==> src/rtl/core/msto_pkg.sv <==
`timescale 1ns / 1ps
// ----------------------------------------------------------------------------
// msto_pkg: shared types and constants
// slot table size, command codes, payload words and controller/datapath links
// ----------------------------------------------------------------------------
package msto_pkg;

	localparam int SLOTS       = 16;
	localparam int MAX_RESULTS = 16;
	localparam int SLOT_W      = (SLOTS > 1) ? $clog2(SLOTS) : 1;
	localparam int CNT_W       = $clog2(MAX_RESULTS + 1);

	typedef enum logic [1:0] {
		KIND_TICK  = 2'd0,
		KIND_SET   = 2'd1,
		KIND_CLEAR = 2'd2,
		KIND_RESET = 2'd3
	} kind_t;

	typedef struct packed {
		logic [1:0]  kind;
		logic [3:0]  slot;
		logic [15:0] delay;
		logic        repeat_req;
	} in_word_t;

	typedef struct packed {
		logic        fired;
		logic [3:0]  fired_slot;
		logic        last;
		logic [15:0] now;
	} out_word_t;

	typedef enum logic [1:0] {
		ST_IDLE = 2'd0,
		ST_EXEC = 2'd1,
		ST_SCAN = 2'd2,
		ST_FIN  = 2'd3
	} state_t;

	// controller to datapath
	typedef struct packed {
		logic              load;
		logic              exec;
		logic              scan;
		logic              fin;
		logic [SLOT_W-1:0] idx;
	} dp_cmd_t;

	// datapath to controller
	typedef struct packed {
		logic is_tick;
		logic any_active;
	} dp_stat_t;

endpackage

==> src/rtl/core/msto_ctrl.sv <==
`timescale 1ns / 1ps
// ----------------------------------------------------------------------------
// msto_ctrl: sequencing controller
// takes a word, runs the command step, then walks the slots on an active tick
// ----------------------------------------------------------------------------
module msto_ctrl (
	input  logic               clk,
	input  logic               arst_n,
	input  logic               start,
	input  msto_pkg::dp_stat_t stat,
	output logic               busy,
	output msto_pkg::dp_cmd_t  cmd
);

	msto_pkg::state_t state_q, state_d;
	logic [msto_pkg::SLOT_W-1:0] idx_q, idx_d;
	logic idx_end;

	assign idx_end = (idx_q == msto_pkg::SLOT_W'(msto_pkg::SLOTS - 1));

	always_ff @(posedge clk or negedge arst_n) begin
		if (!arst_n) begin
			state_q <= msto_pkg::ST_IDLE;
			idx_q   <= '0;
		end else begin
			state_q <= state_d;
			idx_q   <= idx_d;
		end
	end

	always_comb begin
		state_d  = state_q;
		idx_d    = idx_q;
		busy     = 1'b1;
		cmd.load = 1'b0;
		cmd.exec = 1'b0;
		cmd.scan = 1'b0;
		cmd.fin  = 1'b0;
		cmd.idx  = idx_q;
		case (state_q)
			msto_pkg::ST_IDLE: begin
				busy = 1'b0;
				if (start) begin
					cmd.load = 1'b1;
					state_d  = msto_pkg::ST_EXEC;
				end
			end
			msto_pkg::ST_EXEC: begin
				cmd.exec = 1'b1;
				idx_d    = '0;
				if (stat.is_tick && stat.any_active)
					state_d = msto_pkg::ST_SCAN;
				else
					state_d = msto_pkg::ST_IDLE;
			end
			msto_pkg::ST_SCAN: begin
				cmd.scan = 1'b1;
				if (idx_end) begin
					state_d = msto_pkg::ST_FIN;
				end else begin
					idx_d = idx_q + 1'b1;
				end
			end
			msto_pkg::ST_FIN: begin
				cmd.fin = 1'b1;
				state_d = msto_pkg::ST_IDLE;
			end
			default: begin
				state_d = msto_pkg::ST_IDLE;
			end
		endcase
	end

endmodule

==> src/rtl/core/msto_dp.sv <==
`timescale 1ns / 1ps
// ----------------------------------------------------------------------------
// msto_dp: slot table and counter datapath
// slot register file, millisecond counter, deadline adder, pending fire and result
// ----------------------------------------------------------------------------
module msto_dp (
	input  logic                clk,
	input  logic                arst_n,
	input  msto_pkg::in_word_t  item,
	input  msto_pkg::dp_cmd_t   cmd,
	output msto_pkg::dp_stat_t  stat,
	output logic                strobe,
	output msto_pkg::out_word_t result
);

	msto_pkg::in_word_t cmd_q;

	logic [msto_pkg::SLOTS-1:0] active_q;
	logic [msto_pkg::SLOTS-1:0] reload_q;
	logic [15:0]                period_q   [msto_pkg::SLOTS];
	logic [15:0]                deadline_q [msto_pkg::SLOTS];
	logic [15:0]                tick_q;

	logic                        pend_valid_q;
	logic [msto_pkg::SLOT_W-1:0] pend_slot_q;
	logic [msto_pkg::CNT_W-1:0]  rep_cnt_q;
	logic                        strobe_q;
	msto_pkg::out_word_t         result_q;

	logic [msto_pkg::SLOT_W-1:0] addr;
	logic        slot_ok;
	logic        is_tick;
	logic        any_active;
	logic        rd_active;
	logic        rd_reload;
	logic [15:0] rd_period;
	logic [15:0] rd_deadline;
	logic [15:0] add_op;
	logic [15:0] sum;
	logic        hit;
	logic        room;

	// one read address: scan position or the addressed slot
	assign addr        = cmd.scan ? cmd.idx : msto_pkg::SLOT_W'(cmd_q.slot);
	assign slot_ok     = (int'(cmd_q.slot) < msto_pkg::SLOTS);
	assign is_tick     = (cmd_q.kind == msto_pkg::KIND_TICK);
	assign any_active  = |active_q;
	assign rd_active   = active_q[addr];
	assign rd_reload   = reload_q[addr];
	assign rd_period   = period_q[addr];
	assign rd_deadline = deadline_q[addr];

	// reset with zero delay falls back to the stored delay
	always_comb begin
		if (cmd.scan)
			add_op = rd_period;
		else if (cmd_q.kind == msto_pkg::KIND_RESET && cmd_q.delay == 16'd0)
			add_op = rd_period;
		else
			add_op = cmd_q.delay;
	end

	assign sum  = tick_q + add_op;
	assign hit  = rd_active && (rd_deadline == tick_q);
	assign room = (rep_cnt_q < msto_pkg::CNT_W'(msto_pkg::MAX_RESULTS));

	always_ff @(posedge clk or negedge arst_n) begin
		if (!arst_n) begin
			active_q     <= '0;
			tick_q       <= '0;
			pend_valid_q <= 1'b0;
			rep_cnt_q    <= '0;
			strobe_q     <= 1'b0;
		end else begin
			strobe_q <= 1'b0;
			if (cmd.exec) begin
				if (is_tick) begin
					pend_valid_q <= 1'b0;
					rep_cnt_q    <= '0;
					if (any_active)
						tick_q <= tick_q + 16'd1;
					else
						strobe_q <= 1'b1;
				end else begin
					strobe_q <= 1'b1;
					if (slot_ok) begin
						case (cmd_q.kind)
							msto_pkg::KIND_SET:   active_q[addr] <= 1'b1;
							msto_pkg::KIND_RESET: active_q[addr] <= 1'b1;
							msto_pkg::KIND_CLEAR: active_q[addr] <= 1'b0;
							default: ;
						endcase
					end
				end
			end
			if (cmd.scan && hit) begin
				if (!rd_reload)
					active_q[addr] <= 1'b0;
				if (room) begin
					pend_valid_q <= 1'b1;
					rep_cnt_q    <= rep_cnt_q + 1'b1;
					if (pend_valid_q)
						strobe_q <= 1'b1;
				end
			end
			if (cmd.fin)
				strobe_q <= 1'b1;
		end
	end

	always_ff @(posedge clk) begin
		if (cmd.load)
			cmd_q <= item;
		if (cmd.exec && !is_tick && slot_ok) begin
			case (cmd_q.kind)
				msto_pkg::KIND_SET: begin
					period_q[addr]   <= cmd_q.delay;
					deadline_q[addr] <= sum;
					reload_q[addr]   <= cmd_q.repeat_req;
				end
				msto_pkg::KIND_RESET: deadline_q[addr] <= sum;
				default: ;
			endcase
		end
		if (cmd.exec) begin
			result_q.fired      <= 1'b0;
			result_q.fired_slot <= is_tick ? 4'd0 : cmd_q.slot;
			result_q.last       <= 1'b1;
			result_q.now        <= tick_q;
		end
		if (cmd.scan && hit) begin
			if (rd_reload)
				deadline_q[addr] <= sum;
			if (room) begin
				pend_slot_q         <= cmd.idx;
				result_q.fired      <= 1'b1;
				result_q.fired_slot <= 4'(pend_slot_q);
				result_q.last       <= 1'b0;
				result_q.now        <= tick_q;
			end
		end
		if (cmd.fin) begin
			result_q.fired      <= pend_valid_q;
			result_q.fired_slot <= pend_valid_q ? 4'(pend_slot_q) : 4'd0;
			result_q.last       <= 1'b1;
			result_q.now        <= tick_q;
		end
	end

	assign stat.is_tick    = is_tick;
	assign stat.any_active = any_active;
	assign strobe          = strobe_q;
	assign result          = result_q;

endmodule

==> src/rtl/core/multi_slot_timeout_engine.sv <==
`timescale 1ns / 1ps
// ----------------------------------------------------------------------------
// multi_slot_timeout_engine: multi-slot timeout engine
// table of timeout slots with a shared millisecond counter; ticks fire slots
// ----------------------------------------------------------------------------
//
// channel   | handshake              | word
// ----------+------------------------+---------------------------------------
// command   | start high, busy low   | item   : kind, slot, delay, repeat_req
// result    | strobe, single cycle   | result : fired, fired_slot, last, now
//
// a set, clear or reset word holds busy through its command step only; its
// acknowledgement shows in the cycle after the command step, as does that
// of a tick with no armed slot; a tick with an armed slot holds busy through
// the slot walk and a final word step; the walk does one table read,
// compare and update per cycle through the single slot register file port
// fire words appear during the walk and the final one follows the final word step
// arst_n clears all active marks, the counter and the controller
// results are not held off: each word is valid for the strobe cycle only
//
module multi_slot_timeout_engine (
	input  logic                clk,
	input  logic                arst_n,
	input  logic                start,
	input  msto_pkg::in_word_t  item,
	output logic                busy,
	output logic                strobe,
	output msto_pkg::out_word_t result
);

	msto_pkg::dp_cmd_t  dp_cmd;
	msto_pkg::dp_stat_t dp_stat;

	// sequencer: idle, command step, slot walk, final word
	msto_ctrl u_ctrl (
		.clk    (clk),
		.arst_n (arst_n),
		.start  (start),
		.stat   (dp_stat),
		.busy   (busy),
		.cmd    (dp_cmd)
	);

	// slot table, counter and result register
	msto_dp u_dp (
		.clk    (clk),
		.arst_n (arst_n),
		.item   (item),
		.cmd    (dp_cmd),
		.stat   (dp_stat),
		.strobe (strobe),
		.result (result)
	);

	// an accepted word keeps the block busy in the next cycle
	a_accept_busy: assert property (@(posedge clk) disable iff (!arst_n)
		start && !busy |=> busy)
		else $error("accepted word did not make the block busy");

	// a word that is not the final one only comes out mid-walk
	a_nonlast_busy: assert property (@(posedge clk) disable iff (!arst_n)
		strobe && !result.last |-> busy)
		else $error("non-final result outside a slot walk");

	// acknowledgements always close their word
	a_ack_last: assert property (@(posedge clk) disable iff (!arst_n)
		strobe && !result.fired |-> result.last)
		else $error("acknowledgement without last");

	// an active tick in the command step always starts the slot walk
	a_walk_entry: assert property (@(posedge clk) disable iff (!arst_n)
		dp_cmd.exec && dp_stat.is_tick && dp_stat.any_active |=> dp_cmd.scan)
		else $error("active tick did not start a slot walk");

endmodule
==> config.mk <==
export PLATFORM = sky130hd
export DESIGN_NAME = multi_slot_timeout_engine
export DESIGN_NICKNAME = d
export VERILOG_FILES = /design/src/rtl/core/msto_pkg.sv /design/src/rtl/core/msto_ctrl.sv /design/src/rtl/core/msto_dp.sv /design/src/rtl/core/multi_slot_timeout_engine.sv
export SDC_FILE = /design/constraint.sdc
export NUM_CORES = 1
export LEC_CHECK = 0
export BUFFER_PORTS_ARGS = -buffer_cell sky130_fd_sc_hd__clkbuf_2
export CAP_MARGIN = 15
export CELL_PAD_IN_SITES_DETAIL_PLACEMENT = 0
export CELL_PAD_IN_SITES_GLOBAL_PLACEMENT = 2
export CORE_MARGIN = 2
export CORE_UTILIZATION = 50
export CTS_CLUSTER_DIAMETER = 50
export DETAILED_ROUTE_END_ITERATION = 10
export HOLD_SLACK_MARGIN = 0.06
export PLACE_DENSITY = 0.89
export SLEW_MARGIN = 20
export SYNTH_ARGS = -nofsm -noshare
export SYNTH_HDL_FRONTEND = slang
export SYNTH_SLANG_ARGS = --single-unit
export TNS_END_PERCENT = 5
==> constraint.sdc <==
create_clock -name clk -period 12.8 [get_ports clk]
set_clock_uncertainty 0.15 [all_clocks]
set_input_delay 2.56 -clock clk [delete_from_list [all_inputs] [get_ports clk]]
set_output_delay 2.56 -clock clk [all_outputs]
set_load 0.05 [all_outputs]
== Word-level counts from Yosys, hierarchy flattened ==
Memories as Yosys holds them, arrays and structs flattened.
Cells that the tools add are included.

* Bits in registers: 110
* Memory bits (writable): 512
* Memories kept: 2
* Output and inout bits: 24
* Logic and storage cells: 120
* Input port bits: 26

* $lt $le $gt $ge: 3
* Reduce and logical (&&, ||, !) cells: 18
* Bitwise operators: 6
* Equality and inequality tests: 11
* Multiplexer cells: 59
* Add/subtract/negate cells: 4

{| class="wikitable"
|+ Memory list
! memory !! depth !! bits a word !! rd ports !! clocked after memory_dff !! wr ports !! line !! RTL
|-
| u_dp.deadline_q || 16 || 16 || 1 || 0 || 1 || msto_dp.sv:21 || <nowiki>logic [15:0] deadline_q [msto_pkg::SLOTS];</nowiki>
|-
| u_dp.period_q || 16 || 16 || 1 || 0 || 1 || msto_dp.sv:20 || <nowiki>logic [15:0] period_q [msto_pkg::SLOTS];</nowiki>
|}

{| class="wikitable"
|+ Operators by type and width
! operator !! count
|-
| two-way mux 16 bit || 8
|-
| two-way mux 22 bit || 4
|-
| AND 16 bit || 2
|-
| case mux 16 bit (2 select lines) || 1
|-
| two-way mux 1 bit || 29
|-
| two-way mux 5 bit || 4
|-
| adder 16 x 1 -> 16 bit, second input constant || 1
|-
| adder 16 bit || 1
|-
| bitwise mux 16 bit || 1
|-
| == test 16 bit || 1
|-
| logical NOT 16 bit || 1
|-
| two-way mux 4 bit || 4
|-
| NOT 16 bit || 1
|-
| bitwise OR 16 bit || 1
|-
| OR reduction 16 bit || 1
|-
| binary-select mux 1 bit (select 4 bit) || 2
|-
| == test 2 bit, second input constant || 4
|-
| case mux 2 bit (4 select lines) || 1
|-
| case mux 4 bit (2 select lines) || 1
|-
| AND reduction 2 bit || 4
|-
| logical AND 1 bit || 6
|-
| two-way mux 2 bit || 3
|-
| adder 5 x 1 -> 5 bit, second input constant || 1
|-
| < comparator 4 x 5 -> 1 bit, second input constant || 1
|-
| other kinds (14) || 18
|}

== Longest topological paths before layout ==
Gate-level depths: netlist (run 1).

* Word-level depth: 15
* Mapped depth: 24
* Gate-level depth less buffers: 18

== Modules after synthesis ==
A second synthesis (run 1) with hierarchy kept.

* Cell total of the unflattened synthesis: 1518
* Area total of the unflattened synthesis: 25344.3 µm²

{| class="wikitable"
|+ By module, submodules not included
! module !! sequential area each (µm²) !! cells an instance !! area each (µm²) !! instances
|-
| msto_dp || 18082.3 || 1479 || 24996.5 || 1
|-
| msto_ctrl || 150.1 || 39 || 347.8 || 1
|}

== Worst setup path before layout (run 1) ==
Ideal clock, no wire load.

* Kind: reg-to-reg
* Start: register u_ctrl.state_q[0]
* End: memory u_dp.deadline_q[0][14], data pin
* Period minus slack after synthesis: 5190 ps
* Setup time: 297 ps
* Cell stages (with the launch flop): 25
* Arrival: 4743 ps
* Slack: 7610 ps
* Buffers on the path: 6
* Required time: 12353 ps
* Cells stage by stage: dfrtp_1 nand2b_1 buf_6 buf_6 mux2_4 buf_2 buf_6 clkbuf_1 clkbuf_1 o22ai_1 o21ai_0 nand4_1 o21ai_0 ha_1 fa_1 a21o_1 a21oi_1 o21bai_1 a21oi_1 o21bai_1 a211oi_1 o21ai_0 a31o_2 a21oi_1 xnor2_1

* Elaborated cells between the ends (all ways): 20
* Classes of those cells: 1 x add/sub; 2 x eq/ne; 13 x mux; 2 x reduce/logical; 2 x memory

{| class="wikitable"
|+ RTL lines
! item !! line !! RTL
|-
| start, declared || msto_ctrl.sv:15 || <nowiki>msto_pkg::state_t state_q, state_d;</nowiki>
|-
| start signal, assigned || msto_ctrl.sv:23 || <nowiki>state_q <= msto_pkg::ST_IDLE;</nowiki>
|-
| start signal, assigned || msto_ctrl.sv:26 || <nowiki>state_q <= state_d;</nowiki>
|-
| == test 2 bit * || msto_ctrl.sv:40 || <nowiki>case (state_q)</nowiki>
|-
| two-way mux 1 bit * || msto_ctrl.sv:40 ||
|-
| two-way mux 4 bit || msto_dp.sv:44 || <nowiki>assign addr = cmd.scan ? cmd.idx : msto_pkg::SLOT_W'(cmd_q.slot);</nowiki>
|-
| memory (16 x 16 bit) || -- ||
|-
| two-way mux 16 bit || msto_dp.sv:57 || <nowiki>else if (cmd_q.kind == msto_pkg::KIND_RESET && cmd_q.delay == 16'd0)</nowiki>
|-
| two-way mux 16 bit * || msto_dp.sv:55 || <nowiki>if (cmd.scan)</nowiki>
|-
| adder 16 bit * || msto_dp.sv:63 || <nowiki>assign sum = tick_q + add_op;</nowiki>
|-
| named net u_dp.sum[14] || msto_dp.sv:39 || <nowiki>logic [15:0] sum;</nowiki>
|-
| two-way mux 16 bit (no source line) || -- ||
|-
| two-way mux 16 bit (no source line) * || -- ||
|-
| end, declared || msto_dp.sv:21 ||
|}

Mark *: on every way through the listed nets, which the timed path passes. The rest lies on a longest branch. The select of a mux whose other input is x is not followed.

== Final worst setup path (run 1) ==
* Start: register u_ctrl.state_q[0]
* End: memory u_dp.deadline_q[14][15], data pin

The elaborated chain is that of the path after synthesis.

==> results of run 1 <==
[metal layers]
metal / global-route usage / vias to the layer above / part of all wire / routed length, µm
met2: 0.381 / 706 / 0.47 / 28600
met4: 0.0868 / 0 / 0.030 / 1850
met1: 0.350 / 7387 / 0.41 / 25100
met3: 0.0454 / 118 / 0.092 / 5600
met5: 0 / - / 0 / 0
li1: - / 6403 / - / -
[kinds of logic (layout without fill, tap and decap cells)]
kind of cell,after synthesis,in the layout,share of synthesized area
compound gates,512,512,0.128
mux,29,29,0.0137
fa+ha+maj,20,20,0.0108
buf+inv,103,212,0.0191
simple gates,231,231,0.0478
xor+xnor,46,46,0.0169
flops,622,622,0.764
[area by class of cell]
class                           instances  area, µm²
Clock buffer                           73       1570
Clock inverter                         40        581
Fill cell                            3654      20300
Inverter                               12       45.0
Multi-Input combinational cell        838       5420
Sequential cell                       622      18200
Tap cell                              615        769
Timing Repair Buffer                   87        534
[worst max-delay path, delay by kind of cell, from the launching register on]
| kind | cells | cell delay, ns |
|---|---|---|
| DFF | 1 | 0.64 |
| adders and majority gates | 1 | 0.30 |
| AOI/OAI and AO/OA | 10 | 2.29 |
| and+or+nand+nor | 4 | 0.48 |
| muxes | 1 | 0.29 |
| buffers and inverters | 3 | 1.76 |
| xor gates and xnor gates | 1 | 0.61 |
[worst paths after layout]
check / startpoint / end / slack (ns) / depth (start not counted)
max: u_ctrl.state_q[0] / u_dp.deadline_q[14][15] / 5.97 / 20
min: u_dp.pend_slot_q[2] / u_dp.result[19] / 0.30 / 1
min reg2reg: u_dp.pend_slot_q[2] / u_dp.result[19] / 0.30 / 1
min in group asynchronous: arst_n / u_dp.tick_q[13] / 1.87 / 2
max reg2reg: u_ctrl.state_q[0] / u_dp.deadline_q[14][15] / 5.97 / 20
max in group asynchronous: arst_n / u_ctrl.state_q[0] / 10.12 / 2
[metrics by stage]
step,hold slack [ns],setup slack [ns],cell area [µm²]
final,0.298,5.97,27200
after global routing,0.319,5.52,27200
after CTS,0.299,5.61,27100
after detailed placement,0.285,5.63,25000
after global placement,0.282,5.90,25000
after floorplan,0.276,7.61,23900
[power breakdown]
group | internal [mW] | leakage (nW) | switching (mW)
clock | 1.14 | 1.04 | 0.770
combinational | 0.400 | 2.18 | 1.06
sequential | 2.58 | 5.77 | 0.129
total | 4.12 | 8.99 | 1.96
[sequential cells by signal (all words and copies together) (netlist names), named ones only]
name / cells
u_dp.deadline_q: 256
u_ctrl.idx_q: 4
u_dp.pend_valid_q: 1
u_dp.cmd_q: 23
u_dp.reload_q: 16
u_dp.active_q: 16
u_dp.period_q: 256
u_dp.result: 22
u_dp.pend_slot_q: 4
u_dp.rep_cnt_q: 5
u_ctrl.state_q: 1
u_dp.tick_q: 16
u_dp.strobe: 1
[layout by cell type, fill, tap and decap left out, types with 9 or more instances in the layout]
cell / instances
nor2_1: 24
o21ai_0: 158
buf_4: 37
a22o_1: 9
edfxtp_1: 555
dfxtp_1: 22
nor2_2: 30
inv_1: 11
clkbuf_16: 61
bufinv_16: 13
xnor2_2: 9
nand4_1: 43
xor2_1: 24
nand2_1: 62
nor4_1: 9
clkbuf_2: 49
ha_1: 19
a21oi_1: 33
nand3_1: 15
xnor2_1: 13
dfrtp_1: 45
mux2_2: 17
o22ai_1: 265
clkbuf_1: 12
a31oi_1: 16
==> key figures, run 1 <==
STA
  – Fmax achieved: 147 MHz
  – Worst-Margin Slew: 1.11 ns
  – Setup violations, final: 0
  – Final worst-path cycle share: 0.533
  – Final Critical Period: 6.83 ns
  – Fin Setup TNS: 0 ns
  – RSZ-0062 raised after global routing: false
  – Hold Vio Cnt, Final: 0
  – Headroom to the max-slew limit: 0.260
  – Final Slew Violations: 0

Setup path
  – Crit. End Element: register
  – Startpoint Class: register
  – Worst Path Class, Setup: register to register
  – CP max stage delay: 0.92 ns
  – Worst-path cell chain: nand2b_1, buf_4, mux2i_4, buf_4, buf_4, o22ai_1, o21ai_0, nand4_1, o21ai_0, ha_1, a21o_1, a21oi_1, o21bai_1, a21oi_1, o221ai_1, a41oi_1, a21oi_1, nand3_1, nand2_1, xnor2_2
  – Data arrival time of the worst path: 7.00 ns
  – Max Fanout on Critical Path: 89
  – Required @ worst endpoint: 12.98 ns
  – CP max stage cell: buf_4

CTS
  – Max clock buf depth: 3
  – Post-CTS Hold Buffers: 0
  – CTS tree: yes
  – CTS resizes: 0
  – Root Buffer: clkbuf_16
  – Worst-Skew Late Latency: 0.64 ns
  – Post-CTS Setup Bufs: 0
  – Clock sink count: 622
  – CTS Buf Count: 61
  – CTS H-Tree Depth: 2
  – Clock slew at reported path FFs: 0.06 ns

Global routing
  – GRT overflow: 0
  – First-pass GRT wire length: 90000 µm
  – Largest net degree at the start of global routing: 90
  – Total track usage: 0.245
  – Vias in the first global route: 14.1k
  – Initial antenna violation count: 0

Synth
  – Primary FF master, synth: edfxtp_1
  – Post-Syn Nets: 1609
  – Asr flop ratio synth: 0.0723
  – EDFF count, synth: 555
  – Most instantiated cells after synthesis: edfxtp_1, o22ai_1, o21ai_0, nand2_1, nor2_1
  – Post-synth top area cell: edfxtp_1
  – Synth area leaders: edfxtp_1, o22ai_1, dfrtp_1, o21ai_0, dfxtp_1
  – Mapped Area: 23900 µm²
  – FF+latch count, synth: 622
  – Post-synth top area share: 0.698
  – Sequential area share after synthesis: 0.764
  – Avg Inst Size Synth: 15.3 µm²
  – Distinct cells, synth: 56
  – Most common cell in the netlist: edfxtp_1
  – Synth Instances: 1563
  – Synth warnings: 0

Power and ir drop
  – P per Cell Area: 224 nW/µm²
  – Leak: 8.99 nW
  – Worst VDD drop: 0.139 mV
  – Power, Total: 6.08 mW

Cells and area
  – Fin nets: 1668
  – Area Overhead vs Synth: 13.7%
  – Layout Utilization: 0.572
  – Finished Layout Cells: 2287
  – Diode count: 0
  – Proportion of layout cells with a drive suffix above 1: 0.157

Placement
  – Gpl congestion: 0.827
  – Port Buffers: 49
  – Inst Count DP: 2174
  – Dpl hpwl: 35300 µm

Die
  – Core area: 47400 µm²
  – I/O pin total: 50
  – DIE AREA: 49500 µm²
  – Site Rows: 80
  – Initial core utilization: 0.503
  – Die Y: 223 µm
  – DIE WIDTH: 223 µm

Routing
  – Drt via density: 6.39
  – Final wirelength: 61100 µm
  – Residual DRC: 0
  – DR vias: 14.6k
  – DRT Pass-1 Iters: 5
  – Initial DRC count: 1777
  – Post-route ant nets: 0
  – Drt wl/cell: 26.7 µm

Hold path
  – Hold Path Class: register to register

Run status
  – Status: finished clean

Flow run
  – Number of max-capacitance violations reported: 0
No activity file was read; power rests on OpenSTA's default activity.
==> inputs of run 2 (changes only) <==
--- a/config.mk
+++ b/config.mk
@@ -10,11 +10,11 @@
 export CELL_PAD_IN_SITES_DETAIL_PLACEMENT = 0
 export CELL_PAD_IN_SITES_GLOBAL_PLACEMENT = 2
 export CORE_MARGIN = 2
-export CORE_UTILIZATION = 50
+export CORE_UTILIZATION = 46
 export CTS_CLUSTER_DIAMETER = 50
 export DETAILED_ROUTE_END_ITERATION = 10
 export HOLD_SLACK_MARGIN = 0.06
-export PLACE_DENSITY = 0.89
+export PLACE_DENSITY = 0.83
 export SLEW_MARGIN = 20
 export SYNTH_ARGS = -nofsm -noshare
 export SYNTH_HDL_FRONTEND = slang
==> constraint.sdc (replaced) <==
create_clock -name clk -period 6.7 [get_ports clk]
set_clock_uncertainty 0.15 [all_clocks]
set_input_delay 1.34 -clock clk [delete_from_list [all_inputs] [get_ports clk]]
set_output_delay 1.34 -clock clk [all_outputs]
set_load 0.05 [all_outputs]
==> run 2 against run 1 <==
Via count barely moved. Sequential cell count unchanged. Global-route usage decreased by 1.4 points. Utilization shrank 3.9 points. Total power grew 89%. First-iteration DRC count shrank 20%. Highest routed layer unchanged.
==> key figures, run 2 (same netlist as run 1, synthesis figures left out) <==
Run status
  – Status: finished clean

Die
  – DIE AREA: 53700 µm² (+8.5%)
  – DIE WIDTH: 232 µm (+4.2%)
  – Core area: 51300 µm² (+8.1%)
  – Site Rows: 83 (+3.8%)
  – Die Y: 232 µm (+4.2%)
  – Initial core utilization: 0.465 (-0.0378)
  – I/O pin total: 50 (unchanged)

Cells and area
  – Largest regs: u_dp.deadline_q (256), u_dp.period_q (256), u_dp.cmd_q (23)
  – Layout fillers: 4165 (+14%)
  – Layout Utilization: 0.534 (-0.0385)
  – Proportion of layout cells with a drive suffix above 1: 0.168 (+0.0104)
  – Fin nets: 1710 (+2.5%)
  – Leading cell types in the layout, fill and taps excluded: edfxtp_1, o22ai_1, o21ai_0
  – Area Overhead vs Synth: 14.7%
  – Commonest non-fill, non-tap cell in the layout: edfxtp_1
  – Diode count: 0 (unchanged)

STA
  – Headroom to the max-slew limit: 0.385 (+0.126)
  – Hold Vio Cnt, Final: 0 (unchanged)
  – RSZ-0062 raised after global routing: false
  – Worst-Margin Slew: 0.904 ns (-0.207 ns)
  – Final worst-path cycle share: 0.823 (+0.290)
  – Setup violations, final: 0 (unchanged)
  – Fin Setup TNS: 0 ns (unchanged)
  – Final Slew Violations: 0 (unchanged)
  – Fmax achieved: 181 MHz (+24%)
  – Final Critical Period: 5.52 ns (-1.31 ns)

Global routing
  – Vias in the first global route: 14.1k (+0.050%)
  – Initial antenna violation count: 0 (unchanged)
  – Largest net degree at the start of global routing: 50 (-44%)
  – Total track usage: 0.231 (-0.0143)
  – First-pass GRT wire length: 91200 µm (+1.2%)
  – GRT overflow: 0 (unchanged)

Flow run
  – Number of max-capacitance violations reported: 0 (unchanged)

Routing
  – Initial DRC count: 1421 (-20%)
  – Drt wl/cell: 25.8 µm (-3.3%)
  – DR vias: 14.6k (-0.075%)
  – DRT Pass-1 Iters: 5 (unchanged)
  – Drt via density: 6.11 (-4.4%)
  – Final wirelength: 61800 µm (+1.1%)
  – Post-route ant nets: 0 (unchanged)
  – Residual DRC: 0 (unchanged)

Setup path
  – Worst Path Class, Setup: register to register
  – Max Fanout on Critical Path: 32 (-64%)
  – CP max stage delay: 0.50 ns (-0.42 ns)
  – CP max stage cell: o21ai_0
  – Data arrival time of the worst path: 5.61 ns (-1.39 ns)
  – FF-to-FF path depth: 14 (-30%)
  – Startpoint Class: register
  – Required @ worst endpoint: 6.79 ns (-6.19 ns)
  – Worst reg-to-reg setup slack: 1.18 ns (-4.79 ns)
  – Reg-to-reg critical path endpoint: u_dp.deadline_q[14][14]
  – Reg2Reg Launch Point: u_ctrl.state_q[0]
  – Crit. End Element: register
  – Worst-path cell chain: nand2b_1, mux2i_4, buf_4, buf_4, o22ai_1, o21ai_0, nand4_1, xor2_1, nand4_1, nor3_2, a32oi_2, buf_6, nor2_2, buf_4
  – Most used cell, CP: buf_4

CTS
  – CTS tree: yes
  – Post-CTS Hold Buffers: 0 (unchanged)
  – Max clock buf depth: 3 (unchanged)
  – Clock sink count: 622 (unchanged)
  – CTS resizes: 0 (unchanged)
  – Worst-Skew Late Latency: 0.60 ns (-0.04 ns)
  – Post-CTS Setup Bufs: 0 (unchanged)
  – Root Buffer: clkbuf_16
  – Clock slew at reported path FFs: 0.06 ns (about the same)
  – CTS Buf Count: 67 (+9.8%)
  – CTS H-Tree Depth: 3 (+1)

Hold path
  – Hold Path Class: register to register
  – Hold-critical path endpoint: u_dp.result[17]
  – Hold path start: u_dp.pend_slot_q[0]
  – Hold path depth: 1 (unchanged)

Placement
  – Port Buffers: 49 (unchanged)
  – Dpl hpwl: 36500 µm (+3.2%)
  – Gpl congestion: 0.808 (-2.3%)

Power and ir drop
  – Worst VDD drop: 0.218 mV (+57%)
  – Leak: 9.09 nW (+1.2%)
  – P per Cell Area: 419 nW/µm² (+87%)
[run 2: layout make-up]
class,count,area (µm²),area share
Timing Repair Buffer,123,805,0.0294
Sequential cell,622,18200,0.666
Clock buffer,82,1730,0.0633
Clock inverter,34,349,0.0127
Multi-Input combinational cell,838,5370,0.196
Inverter,12,45.0,0.00164
Tap cell,680,851,0.0311
[run 2: worst max-delay path by stage]
stage,start,endpoint,slack [ns]
floorplan,u_ctrl.state_q[0],u_dp.deadline_q[0][14],1.51
global placement,u_ctrl.state_q[0],u_dp.deadline_q[14][4],1.18
detailed placement,u_ctrl.state_q[0],u_dp.deadline_q[10][14],1.10
CTS,u_ctrl.state_q[0],u_dp.deadline_q[5][14],1.04
global route,u_ctrl.state_q[0],u_dp.deadline_q[2][14],0.88
finish,u_ctrl.state_q[0],u_dp.deadline_q[14][14],1.18
[run 2: critical path, delay by kind of cell, from the launching register on]
family          cells  cell delay, ns
simple gates        5            1.51
xor+xnor            1            0.20
buf+inv             4            1.47
mux                 1            0.49
flops               1            0.33
compound gates      3            0.99
[run 2: stage by stage]
step	hold WS, ns	total power, mW	std cells	cell area, µm²	worst slack (ns)
after floorplan	0.276	6.86	1563	23900	1.51
after global placement	0.284	7.91	2274	25300	1.18
after detailed placement	0.287	7.99	2275	25300	1.10
after CTS	0.301	11.5	2391	27400	1.04
after global routing	0.319	11.9	2391	27400	0.881
final	0.302	11.5	2391	27400	1.18
[run 2: power breakdown]
part	switching, mW	total [mW]	internal, mW
sequential	0.211	5.13	4.92
clock	1.48	3.53	2.05
combinational	1.99	2.81	0.818
[run 2: per-layer routing]
| metal | vias up | wire [µm] | GRT usage |
|---|---|---|---|
| met5 | - | 0 | 0 |
| met4 | 0 | 1430 | 0.0725 |
| met3 | 102 | 4730 | 0.0427 |
| met2 | 619 | 29400 | 0.364 |
| met1 | 7392 | 26200 | 0.326 |
| li1 | 6490 | - | - |
==> inputs of run 3 (changes only) <==
==> constraint.sdc (replaced) <==
create_clock -name clk -period 5.1 [get_ports clk]
set_clock_uncertainty 0.15 [all_clocks]
set_input_delay 1.02 -clock clk [delete_from_list [all_inputs] [get_ports clk]]
set_output_delay 1.02 -clock clk [all_outputs]
set_load 0.05 [all_outputs]
==> run 3 against run 2 <==
Via count increased by 0.55%. Fmax grew 14%. Register-to-register slack worse by 0.92 ns. Clock power increased by 32%. Global-route usage rose by 0.27 points. First-iteration DRC count is 20% higher. Sequential cell count did not move. Final area rose by 2.1%. Hold slack got worse by 0.0029 ns. Total power increased by 32%. Critical endpoint is now u_dp.deadline_q[8][10]. Highest routed layer unchanged.
==> key figures, run 3 (same netlist as run 1, synthesis figures left out) <==
Cells and area
  – Diode count: 0 (unchanged)
  – Leading cell types in the layout, fill and taps excluded: edfxtp_1, o22ai_1, o21ai_0
  – Reg area: 18200 µm² (unchanged)
  – Final instance area: 28000 µm² (+2.1%)
  – Largest regs: u_dp.deadline_q (256), u_dp.period_q (256), u_dp.cmd_q (23)
  – Proportion of layout cells with a drive suffix above 1: 0.198 (+0.0300)
  – Layout fillers: 4089 (-1.8%)
  – Commonest non-fill, non-tap cell in the layout: edfxtp_1
  – Layout Utilization: 0.545 (+0.0114)
  – Fin nets: 1748 (+2.2%)
  – Area Overhead vs Synth: 17.1%
  – Multi-input gate area: 5450 µm² (+1.5%)

Power and ir drop
  – Leak: 9.36 nW (+3.0%)
  – P per Cell Area: 542 nW/µm² (+30%)
  – Worst VDD drop: 0.351 mV (+61%)

STA
  – Final Slew Violations: 0 (unchanged)
  – Fmax achieved: 207 MHz (+14%)
  – Fin Setup TNS: 0 ns (unchanged)
  – Headroom to the max-slew limit: 0.465 (+0.0798)
  – RSZ-0062 raised after global routing: false
  – Final worst-path cycle share: 0.948 (+0.125)
  – Hold Vio Cnt, Final: 0 (unchanged)
  – Fin worst setup slack: 0.264 ns (-0.919 ns)
  – Worst-Margin Slew: 0.801 ns (-0.102 ns)
  – Setup violations, final: 0 (unchanged)
  – Final Critical Period: 4.84 ns (-0.681 ns)
  – Hold WS: 0.299 ns (-0.00293 ns)

Routing
  – Highest Signal Layer: met4
  – DR vias: 14.7k (+0.55%)
  – WL met2: 29800 µm (+1.4%)
  – M1 wire length: 26100 µm (-0.55%)
  – DRT Pass-1 Iters: 6 (+1)
  – Initial DRC count: 1702 (+20%)
  – Post-route ant nets: 0 (unchanged)
  – Drt wl/cell: 25.7 µm (-0.67%)
  – Final wirelength: 62400 µm (+0.95%)
  – Drt via density: 6.04 (-1.1%)
  – Met3 Wirelength: 4990 µm (+5.7%)
  – Residual DRC: 0 (unchanged)

Die
  – DIE AREA: 53700 µm² (unchanged)
  – Die Y: 232 µm (unchanged)
  – DIE WIDTH: 232 µm (unchanged)
  – Site Rows: 83 (unchanged)
  – Core area: 51300 µm² (unchanged)
  – I/O pin total: 50 (unchanged)
  – Initial core utilization: 0.465 (unchanged)

CTS
  – CTS tree: yes
  – Worst-Skew Late Latency: 0.62 ns (+0.02 ns)
  – Clock slew at reported path FFs: 0.06 ns (about the same)
  – Root Buffer: clkbuf_16
  – Post-CTS Hold Buffers: 0 (unchanged)
  – CTS H-Tree Depth: 3 (unchanged)
  – Max clock buf depth: 3 (unchanged)
  – Clock sink count: 622 (unchanged)
  – CTS Buf Count: 67 (unchanged)

Global routing
  – First-pass GRT wire length: 91700 µm (+0.60%)
  – Total track usage: 0.233 (+0.00272)
  – GRT overflow: 0 (unchanged)
  – Vias in the first global route: 14.5k (+3.1%)
  – Initial antenna violation count: 0 (unchanged)
  – Largest net degree at the start of global routing: 56 (+12%)

Hold path
  – Hold Path Class: register to register
  – Hold path start: u_dp.pend_slot_q[1]
  – Hold path depth: 1 (unchanged)
  – Hold-critical path endpoint: u_dp.result[18]

Setup path
  – Max Fanout on Critical Path: 19 (-41%)
  – Worst reg-to-reg setup slack: 0.26 ns (-0.92 ns)
  – Crit. End Element: register
  – Startpoint Class: register
  – Required @ worst endpoint: 5.24 ns (-1.55 ns)
  – Reg2Reg Launch Point: u_ctrl.state_q[0]
  – Data arrival time of the worst path: 4.97 ns (-0.64 ns)
  – FF-to-FF path depth: 16 (+2)
  – Worst Path Class, Setup: register to register
  – Reg-to-reg critical path endpoint: u_dp.deadline_q[8][10]

Placement
  – Port Buffers: 49 (unchanged)
  – Pre-CTS setup slack: -0.223 ns (-1.33 ns)
  – Dpl hpwl: 35600 µm (-2.5%)
  – Gpl congestion: 0.789 (-2.3%)
  – Placed Instance Area: 25700 µm² (+1.8%)

Flow run
  – Number of max-capacitance violations reported: 0 (unchanged)

Run status
  – Status: finished clean
## run 3: timing repair
| action | CTS | global route |
|---|---|---|
| resized for setup | 4 | 10 |
| pin swaps | 0 | 1 |
| setup endpoints to repair | 64 | 127 |
| setup buffers | 0 | 3 |
| hold endpoints to repair | 0 | 0 |
## run 3: worst max-delay path, cell delays in order, from the launching register on
cell and delay, ns:
dfrtp_1 0.37, nand2b_2 0.28, mux2i_4 0.45, buf_4 0.22, buf_4 0.25, buf_4 0.28, buf_4 0.30, o22ai_1 0.12
o21ai_0 0.22, nand4_1 0.16, xnor2_1 0.20, nand4_1 0.38, nor3_2 0.34, a32oi_2 0.14, buf_4 0.25, nor2_2 0.15
buf_12 0.21
## run 3: through the flow
step | std cells | total power, mW
after floorplan | 1563 | 9.02
after global placement | 2310 | 10.4
after detailed placement | 2310 | 10.5
after CTS | 2427 | 15.1
after global routing | 2430 | 15.8
final | 2430 | 15.2
## run 3: how the worst max path moves through the flow
stage                                  from                 endpoint  slack [ns]  cells after the start
after floorplan           u_ctrl.state_q[0]   u_dp.deadline_q[0][15]       -0.03                     22
after global placement             register   u_dp.deadline_q[7][15]       -0.03                     18
after detailed placement           register   u_dp.deadline_q[6][15]       -0.22                     18
after CTS                 u_ctrl.state_q[0]  u_dp.deadline_q[15][14]        0.10                     17
after global routing      u_ctrl.state_q[0]  u_dp.deadline_q[15][14]       0.008                     20
final                     u_ctrl.state_q[0]   u_dp.deadline_q[8][10]        0.26                     16
## run 3: power by group
group / internal, mW / switching (mW) / total, mW
combinational: 1.19 / 2.68 / 3.87
clock: 2.65 / 2.00 / 4.65
sequential: 6.47 / 0.179 / 6.64
## run 3: cell type report
type	instances	area share
sequential	622	0.652
timing repair buffer	161	0.0461
clock inverter	41	0.0140
multi-input combinational	838	0.195
tap	680	0.0304
clock buffer	76	0.0612
inverter	12	0.00161
## run 3: layer usage
metal  track usage  up-vias
li1              -     6554
met1         0.326     7437
met2         0.378      601
met3        0.0332       92
met4        0.0789        0
met5             0        -
